===== src/sfp_pkg.sv =====
// Shared types and constants for the sample frame packer.
package sfp_pkg;

   // Frame geometry
   localparam int PAIRS_PER_FRAME = 256;
   localparam int HALF_WORDS      = 2 * PAIRS_PER_FRAME;
   localparam int POS_W           = (HALF_WORDS > 1) ? $clog2(HALF_WORDS) : 1;
   localparam logic [POS_W-1:0] POS_LAST   = POS_W'(HALF_WORDS - 1);
   localparam logic [15:0]      PAIR_COUNT = 16'(PAIRS_PER_FRAME);

   // Descriptor queue between front and back
   localparam int QUEUE_DEPTH = 4;
   localparam int QPTR_W      = $clog2(QUEUE_DEPTH);

   // Input mode codes
   localparam logic [1:0] MODE_SAMPLE = 2'd0;
   localparam logic [1:0] MODE_START  = 2'd1;
   localparam logic [1:0] MODE_STOP   = 2'd2;
   localparam logic [1:0] MODE_RATE   = 2'd3;

   // Fixed bytes
   localparam logic [7:0] SYNC_BYTE0 = 8'hAA;
   localparam logic [7:0] SYNC_BYTE1 = 8'h55;
   localparam logic [7:0] RATE_ACK   = 8'h72;   // 'r'

   // Byte sequence a descriptor expands into
   typedef enum logic [1:0] {
      KIND_RATE,   // r, ticks low, ticks high
      KIND_HEAD,   // header then word
      KIND_MID,    // word
      KIND_TAIL    // word then checksum
   } sfp_kind_type;

   typedef struct packed {
      sfp_kind_type kind;
      logic [7:0]   seq;
      logic [15:0]  data;
      logic [7:0]   xsum;
   } sfp_desc_type;

   typedef struct packed {
      logic [1:0]  mode;
      logic [15:0] sample;
      logic [15:0] rate_ticks;
   } sfp_req_type;

   typedef struct packed {
      logic [7:0] out_byte;
      logic       last;
   } sfp_rsp_type;

endpackage


===== src/sample_frame_packer.sv =====
// Top level of the sample frame packer: front end, descriptor queue, byte back end.
//
// Sample words and host commands enter on req_ at up to one transaction per clock while the
// four-entry descriptor queue has room; the result channel moves one byte per clock while
// rsp_stall is low, so the output side sets the sustained rate: a mid-frame sample word gives 2
// bytes, the first word of a frame 7 (header plus word), the last word of a half 3 (word plus
// checksum), a rate command 3, while start, stop and words outside a frame leave no bytes.
// The first byte of a transaction passes through the descriptor queue and then the output
// register before it is presented on rsp_.
module sample_frame_packer (
   input  logic                 clock,
   input  logic                 reset,
   input  logic                 req_valid,
   output logic                 req_stall,
   input  sfp_pkg::sfp_req_type req_data,
   output logic                 rsp_valid,
   input  logic                 rsp_stall,
   output sfp_pkg::sfp_rsp_type rsp_data
);
   import sfp_pkg::*;

   logic         q_push;
   logic         q_full;
   logic         q_pop;
   logic         q_empty;
   sfp_desc_type q_push_data;
   sfp_desc_type q_head;

   // Classify transactions and track frame state
   sfp_front u_front (
      .clock       (clock),
      .reset       (reset),
      .req_valid   (req_valid),
      .req_stall   (req_stall),
      .req_data    (req_data),
      .q_full      (q_full),
      .q_push      (q_push),
      .q_push_data (q_push_data)
   );

   // Decouple front from back
   sfp_queue u_queue (
      .clock     (clock),
      .reset     (reset),
      .push      (q_push),
      .push_data (q_push_data),
      .full      (q_full),
      .pop       (q_pop),
      .empty     (q_empty),
      .head_data (q_head)
   );

   // Emit bytes
   sfp_back u_back (
      .clock     (clock),
      .reset     (reset),
      .q_empty   (q_empty),
      .q_head    (q_head),
      .q_pop     (q_pop),
      .rsp_valid (rsp_valid),
      .rsp_stall (rsp_stall),
      .rsp_data  (rsp_data)
   );

   // Queue never overflows or underflows
   a_no_overflow: assert property (@(posedge clock) disable iff (reset)
      q_push |-> !q_full)
      else $error("descriptor pushed into full queue");

   a_no_underflow: assert property (@(posedge clock) disable iff (reset)
      q_pop |-> !q_empty)
      else $error("descriptor popped from empty queue");

   // A free output register picks up pending work at once
   a_back_busy: assert property (@(posedge clock) disable iff (reset)
      (!q_empty && !rsp_valid) |=> rsp_valid)
      else $error("back end idle with work queued");

   // A byte marked last retires one descriptor
   a_last_pops: assert property (@(posedge clock) disable iff (reset)
      (q_pop && !q_empty) |=> (rsp_valid && rsp_data.last))
      else $error("descriptor retired without last byte");

endmodule


===== src/sfp_queue.sv =====
// Small descriptor queue between the classifying front and the byte back end.
module sfp_queue (
   input  logic                 clock,
   input  logic                 reset,
   input  logic                 push,
   input  sfp_pkg::sfp_desc_type push_data,
   output logic                 full,
   input  logic                 pop,
   output logic                 empty,
   output sfp_pkg::sfp_desc_type head_data
);
   import sfp_pkg::*;

   sfp_desc_type          entry_ff [QUEUE_DEPTH];
   logic [QPTR_W-1:0]     wr_ptr_ff, wr_ptr_in;
   logic [QPTR_W-1:0]     rd_ptr_ff, rd_ptr_in;
   logic [QPTR_W:0]       count_ff,  count_in;

   assign full      = (count_ff == (QPTR_W+1)'(QUEUE_DEPTH));
   assign empty     = (count_ff == '0);
   assign head_data = entry_ff[rd_ptr_ff];

   // Pointer and occupancy update
   always_comb begin
      wr_ptr_in = push ? wr_ptr_ff + 1'b1 : wr_ptr_ff;
      rd_ptr_in = pop  ? rd_ptr_ff + 1'b1 : rd_ptr_ff;
      count_in  = count_ff;
      if (push && !pop) begin
         count_in = count_ff + 1'b1;
      end else if (pop && !push) begin
         count_in = count_ff - 1'b1;
      end
   end

   always_ff @(posedge clock) begin
      if (reset) begin
         wr_ptr_ff <= '0;
         rd_ptr_ff <= '0;
         count_ff  <= '0;
      end else begin
         wr_ptr_ff <= wr_ptr_in;
         rd_ptr_ff <= rd_ptr_in;
         count_ff  <= count_in;
      end
   end

   // Storage, no reset
   always_ff @(posedge clock) begin
      if (push) begin
         entry_ff[wr_ptr_ff] <= push_data;
      end
   end

endmodule


===== src/sfp_front.sv =====
// Front end: accepts transactions, tracks framing state, queues byte descriptors.
module sfp_front (
   input  logic                  clock,
   input  logic                  reset,
   input  logic                  req_valid,
   output logic                  req_stall,
   input  sfp_pkg::sfp_req_type  req_data,
   input  logic                  q_full,
   output logic                  q_push,
   output sfp_pkg::sfp_desc_type q_push_data
);
   import sfp_pkg::*;

   logic             streaming_ff, streaming_in;
   logic             frame_active_ff, frame_active_in;
   logic [7:0]       seq_ff, seq_in;
   logic [POS_W-1:0] pos_ff, pos_in;
   logic [7:0]       xor_ff, xor_in;

   logic       accept;
   logic       frame_start;
   logic       word_in_frame;
   logic       half_end;
   logic [7:0] xor_next;

   assign req_stall = q_full;
   assign accept    = req_valid && !q_full;

   // Word classification
   assign frame_start   = (pos_ff == '0) && streaming_ff;
   assign word_in_frame = frame_start || frame_active_ff;
   assign half_end      = (pos_ff == POS_LAST);
   assign xor_next      = (frame_start ? 8'h00 : xor_ff)
                          ^ req_data.sample[7:0] ^ req_data.sample[15:8];

   // State update and descriptor build
   always_comb begin
      streaming_in    = streaming_ff;
      frame_active_in = frame_active_ff;
      seq_in          = seq_ff;
      pos_in          = pos_ff;
      xor_in          = xor_ff;
      q_push          = 1'b0;
      q_push_data.kind = KIND_MID;
      q_push_data.seq  = seq_ff;
      q_push_data.data = req_data.sample;
      q_push_data.xsum = xor_next;
      if (accept) begin
         case (req_data.mode)
            MODE_START: begin
               seq_in       = 8'h00;
               streaming_in = 1'b1;
            end
            MODE_STOP: begin
               streaming_in = 1'b0;
            end
            MODE_RATE: begin
               q_push           = 1'b1;
               q_push_data.kind = KIND_RATE;
               q_push_data.data = req_data.rate_ticks;
            end
            MODE_SAMPLE: begin
               pos_in = half_end ? '0 : pos_ff + 1'b1;
               if (word_in_frame) begin
                  q_push = 1'b1;
                  xor_in = xor_next;
                  frame_active_in = !half_end;
                  if (frame_start) begin
                     q_push_data.kind = KIND_HEAD;
                     seq_in           = seq_ff + 1'b1;
                  end else if (half_end) begin
                     q_push_data.kind = KIND_TAIL;
                  end
               end
            end
            default: begin
               streaming_in = streaming_ff;
            end
         endcase
      end
   end

   always_ff @(posedge clock) begin
      if (reset) begin
         streaming_ff    <= 1'b0;
         frame_active_ff <= 1'b0;
         seq_ff          <= '0;
         pos_ff          <= '0;
         xor_ff          <= '0;
      end else begin
         streaming_ff    <= streaming_in;
         frame_active_ff <= frame_active_in;
         seq_ff          <= seq_in;
         pos_ff          <= pos_in;
         xor_ff          <= xor_in;
      end
   end

endmodule


===== src/sfp_back.sv =====
// Back end: expands queued descriptors to output-register bytes, one per unstalled cycle.
module sfp_back (
   input  logic                  clock,
   input  logic                  reset,
   input  logic                  q_empty,
   input  sfp_pkg::sfp_desc_type q_head,
   output logic                  q_pop,
   output logic                  rsp_valid,
   input  logic                  rsp_stall,
   output sfp_pkg::sfp_rsp_type  rsp_data
);
   import sfp_pkg::*;

   logic [2:0]  idx_ff, idx_in;
   logic        rsp_valid_ff, rsp_valid_in;
   sfp_rsp_type rsp_data_ff, rsp_data_in;

   logic       load;
   logic       take;
   logic [2:0] last_idx;
   logic [7:0] cur_byte;

   assign rsp_valid = rsp_valid_ff;
   assign rsp_data  = rsp_data_ff;

   // Output register is free when empty or being drained
   assign load  = !rsp_valid_ff || !rsp_stall;
   assign take  = load && !q_empty;
   assign q_pop = take && (idx_ff == last_idx);

   // Byte select per descriptor kind
   always_comb begin
      last_idx = 3'd1;
      cur_byte = q_head.data[7:0];
      case (q_head.kind)
         KIND_RATE: begin
            last_idx = 3'd2;
            case (idx_ff)
               3'd0:    cur_byte = RATE_ACK;
               3'd1:    cur_byte = q_head.data[7:0];
               default: cur_byte = q_head.data[15:8];
            endcase
         end
         KIND_HEAD: begin
            last_idx = 3'd6;
            case (idx_ff)
               3'd0:    cur_byte = SYNC_BYTE0;
               3'd1:    cur_byte = SYNC_BYTE1;
               3'd2:    cur_byte = q_head.seq;
               3'd3:    cur_byte = PAIR_COUNT[7:0];
               3'd4:    cur_byte = PAIR_COUNT[15:8];
               3'd5:    cur_byte = q_head.data[7:0];
               default: cur_byte = q_head.data[15:8];
            endcase
         end
         KIND_MID: begin
            last_idx = 3'd1;
            case (idx_ff)
               3'd0:    cur_byte = q_head.data[7:0];
               default: cur_byte = q_head.data[15:8];
            endcase
         end
         KIND_TAIL: begin
            last_idx = 3'd2;
            case (idx_ff)
               3'd0:    cur_byte = q_head.data[7:0];
               3'd1:    cur_byte = q_head.data[15:8];
               default: cur_byte = q_head.xsum;
            endcase
         end
         default: begin
            last_idx = 3'd1;
         end
      endcase
   end

   // Next output register contents and byte index
   always_comb begin
      idx_in       = idx_ff;
      rsp_valid_in = rsp_valid_ff;
      rsp_data_in  = rsp_data_ff;
      if (load) begin
         rsp_valid_in = !q_empty;
      end
      if (take) begin
         rsp_data_in.out_byte = cur_byte;
         rsp_data_in.last     = (idx_ff == last_idx);
         idx_in               = (idx_ff == last_idx) ? 3'd0 : idx_ff + 1'b1;
      end
   end

   always_ff @(posedge clock) begin
      if (reset) begin
         idx_ff       <= '0;
         rsp_valid_ff <= 1'b0;
      end else begin
         idx_ff       <= idx_in;
         rsp_valid_ff <= rsp_valid_in;
      end
   end

   always_ff @(posedge clock) begin
      rsp_data_ff <= rsp_data_in;
   end

endmodule

===== config.mk =====
export PLATFORM = sky130hd
export DESIGN_NAME = sample_frame_packer
export DESIGN_NICKNAME = d
export VERILOG_FILES = /design/src/sfp_pkg.sv /design/src/sample_frame_packer.sv /design/src/sfp_queue.sv /design/src/sfp_front.sv /design/src/sfp_back.sv
export SDC_FILE = /design/constraint.sdc
export NUM_CORES = 1
export LEC_CHECK = 0
export BUFFER_PORTS_ARGS = -buffer_cell sky130_fd_sc_hd__buf_2
export CAP_MARGIN = 20
export CORE_UTILIZATION = 55
export DETAILED_ROUTE_END_ITERATION = 7
export MAX_ROUTING_LAYER = met4
export PLACE_DENSITY = 0.76
export SLEW_MARGIN = 20
export SYNTH_ARGS = -nofsm -noshare
export SYNTH_HDL_FRONTEND = slang
export SYNTH_SLANG_ARGS = --single-unit

===== constraint.sdc =====
create_clock -name clock -period 3.8 [get_ports clock]
set_input_delay 0.19 -clock clock [delete_from_list [all_inputs] [get_ports clock]]
set_output_delay 0.19 -clock clock [all_outputs]
set_load 0.01 [all_outputs]

==> results.py <==
metrics = {
    "setup_path": {
        "start_kind": "flop",
        "critPathRequiredTime_ns": 4.15,
        "worstSetupPathType": "flop to flop",
        "path_max_fanout": 16,
        "worstPathArrival_ns": 3.57,
        "end_kind": "flop",
        "r2r-end": "u_queue.count_ff[2]",
        "ff2ff_setup_slack_ns": 0.58,
        "r2r_cells": 12,
    },
    "pwr": {
        "p_per_area_nw_per_um2": 495,
        "power_leakage_nw": 3.16,
        "total_power_mw": 4.66,
        "ir_drop_mv": 0.354,
    },
    "sta": {
        "max_freq_mhz": 311,
        "maxSlewViolCount": 0,
        "setup_violations": 0,
        "whs_ns": 0.0165,
        "finalSetupTns_ns": 0,
        "max_slew_margin": 0.255,
        "final.period_utilization": 0.847,
        "worst_pin_slew_ns": 1.11,
        "period_needed_ns": 3.22,
        "hold_viol_final": 0,
        "fin_skew_ns": 0.0116,
        "rsz0062_at_grt": "false",
    },
    "synth": {
        "synth_edf_count": 145,
        "synth_area_per_cell_sq_um": 13.6,
        "synth-seq-cells": 185,
        "synth.cell_area_sq_um": 8380,
        "synth_ff_type": "edfxtp_1",
        "syn_nets": 671,
        "synth-async-reset-ratio": 0,
        "ys_types": 53,
        "ys_seq_area_frac": 0.615,
        "synth_area_leader_cell": "edfxtp_1",
        "yosysWarningCount": 0,
        "syn_inst": 615,
        "yosysTopAreaCellShare": 0.519,
        "ys_top_cells_by_area": "edfxtp_1 (52%), dfxtp_1 (9.6%), mux4_2 (9.1%), xnor2_1 (2.6%), ha_1 (2.5%)",
    },
    "routing": {
        "avgRoutedWirePerCell_um": 21.0,
        "antenna_left": 0,
        "first_iter_violations": 706,
        "drcViolationCount": 3,
        "via_count": 5407,
        "drt_wl_total_um": 18000,
        "vias_per_cell": 6.29,
        "first_pass_iters": 8,
    },
    "floorplanning": {
        "start_util": 0.570,
        "num_rows": 44,
        "die_area_sq_um": 15700,
        "chipHeight_um": 125,
        "coreArea_sq_um": 14700,
        "pin_count": 49,
        "die_w_um": 125,
    },
    "layout": {
        "n_antenna_cell": 0,
        "fin_area_sq_um": 9430,
        "area_growth_pct": 12.5,
        "drive_gt1_frac": 0.215,
        "final_nets": 718,
        "final_util": 0.642,
        "fillCellCount": 1046,
    },
    "hold_path": {
        "min_from": "rsp_stall",
        "worstHoldPathCells": 3,
        "hold_path_class": "input port to flop",
        "hold_path_end": "u_back.rsp_valid",
    },
    "placement": {
        "placement.cell_area_sq_um": 8800,
        "dp_hpwl_um": 11900,
        "place_congestion": 0.886,
        "port_buffers": 48,
    },
    "cts": {
        "post_cts_resized": 0,
        "postCtsSetupRepairBufs": 0,
        "cts-buffers-inserted": 17,
        "clk_pin_slew_ns": 0.07,
        "cts-root-buf": "clkbuf_16",
        "clockBufferDepth": 2,
        "cts_max_level": 4,
        "insertion_delay_ns": 0.43,
        "cts_tree": "built",
        "cts_sinks": 185,
        "holdBufCountCts": 0,
    },
    "job": {
        "drv_cap": 0,
    },
    "run_status": {
        "status": "finished, violations left",
        "failed_checks": "design-rule violations",
    },
    "global_routing": {
        "grt_use_total": 0.251,
        "grt_max_degree": 35,
        "overflow": 0,
        "first_global_vias": 5400,
        "grt_antenna_before_repair": 0,
        "grt_pass1_wl_um": 28800,
    },
}
worst max path at each step:
stage / slack (ns) / start / to
final: 0.58 / flop / u_queue.count_ff[2]
after global routing: 0.46 / flop / u_queue.count_ff[2]
after CTS: 0.59 / flop / u_queue.count_ff[2]
after detailed placement: 0.63 / flop / u_queue.count_ff[2]
after global placement: 0.80 / flop / u_queue.count_ff[2]
after floorplan: 0.96 / flop / u_queue.count_ff[2]
per-stage QoR:
step                cells  setup slack, ns
floorplan             615            0.956
global placement      827            0.799
detailed placement    827            0.630
CTS                   859            0.591
global route          859            0.457
finish                859            0.582
power breakdown:
part	total [mW]	switching [mW]	internal (mW)
clock	1.88	0.749	1.13
combinational	0.525	0.325	0.200
sequential	2.26	0.0239	2.24
area by class of cell:
class | instances | area (sq um) | share of cell area
Clock buffer | 20 | 447 | 0.0474
Clock inverter | 12 | 184 | 0.0195
Inverter | 21 | 78.8 | 0.00836
Multi-Input combinational cell | 376 | 3000 | 0.318
Sequential cell | 185 | 5160 | 0.547
Tap cell | 184 | 230 | 0.0244
Timing Repair Buffer | 61 | 338 | 0.0358
flip-flops by register name, summed over array words and instances (netlist names), named ones only:
signal and count:
u_queue.rd_ptr_ff 2, u_queue.wr_ptr_ff 2, u_back.rsp_valid 1, u_front.xor_ff 8, u_front.pos_ff 9, u_front.frame_active_ff 1
u_back.rsp_data 9, u_front.streaming_ff 1, u_front.seq_ff 8, u_queue.count_ff 3, u_back.idx_ff 3, u_queue.entry_ff 136
worst max-delay path: stages, from the launching register on:
cell	delay, ns
dfxtp_1	0.35
buf_4	0.23
mux4_2	0.50
xnor2_1	0.19
a22oi_1	0.20
o2bb2ai_1	0.18
nand2_1	0.15
ha_1	0.21
inv_1	0.07
fa_1	0.40
xor2_1	0.18
or3_1	0.33
a21oi_1	0.17
cells by family after synthesis:
| logic type | after synthesis | synth area share |
|---|---|---|
| AOI/OAI and AO/OA | 111 | 0.0864 |
| buffers and inverters | 54 | 0.0272 |
| and+or+nand+nor | 160 | 0.0908 |
| DFF | 185 | 0.615 |
| muxes | 55 | 0.119 |
| adders and majority gates | 18 | 0.0278 |
| xor gates and xnor gates | 32 | 0.0334 |
layout by cell type, fill, tap and decap left out, types with 9 or more instances in the layout:
cell and instances:
nand2_1 51, buf_4 13, nor2_1 37, clkbuf_16 17, a21oi_1 36, nand3_1 13
mux4_2 34, o21ai_0 16, a221oi_1 9, ha_1 17, dfxtp_1 39, mux2_2 13
edfxtp_1 145, a31oi_1 17, buf_2 48, inv_1 21, nor2b_1 10, nor3_1 16
xnor2_1 25
per-layer routing:
layer | track usage | wire length (um) | up-vias
met3 | 0.0484 | 1240 | 22
met4 | 0.0775 | 261 | 0
li1 | - | - | 2447
met1 | 0.331 | 7630 | 2712
met5 | - | 0 | -
met2 | 0.396 | 8880 | 226
cells in the mapped netlist, drive strengths merged, types with 3 or more instances:
| cell type | n |
|---|---|
| a211oi | 7 |
| a21o | 3 |
| a21oi | 36 |
| a221oi | 9 |
| a31oi | 17 |
| a32oi | 9 |
| and2 | 3 |
| and3 | 8 |
| buf | 10 |
| clkbuf | 23 |
| dfxtp | 40 |
| edfxtp | 145 |
| ha | 17 |
| inv | 21 |
| mux2 | 17 |
| mux2i | 4 |
| mux4 | 34 |
| nand2 | 51 |
| nand3 | 13 |
| nand4 | 6 |
| nor2 | 38 |
| nor2b | 10 |
| nor3 | 16 |
| nor4 | 3 |
| o211ai | 3 |
| o21ai | 17 |
| or3 | 4 |
| xnor2 | 25 |
| xor2 | 7 |
Note: power is estimated with default switching activity, not from simulation.
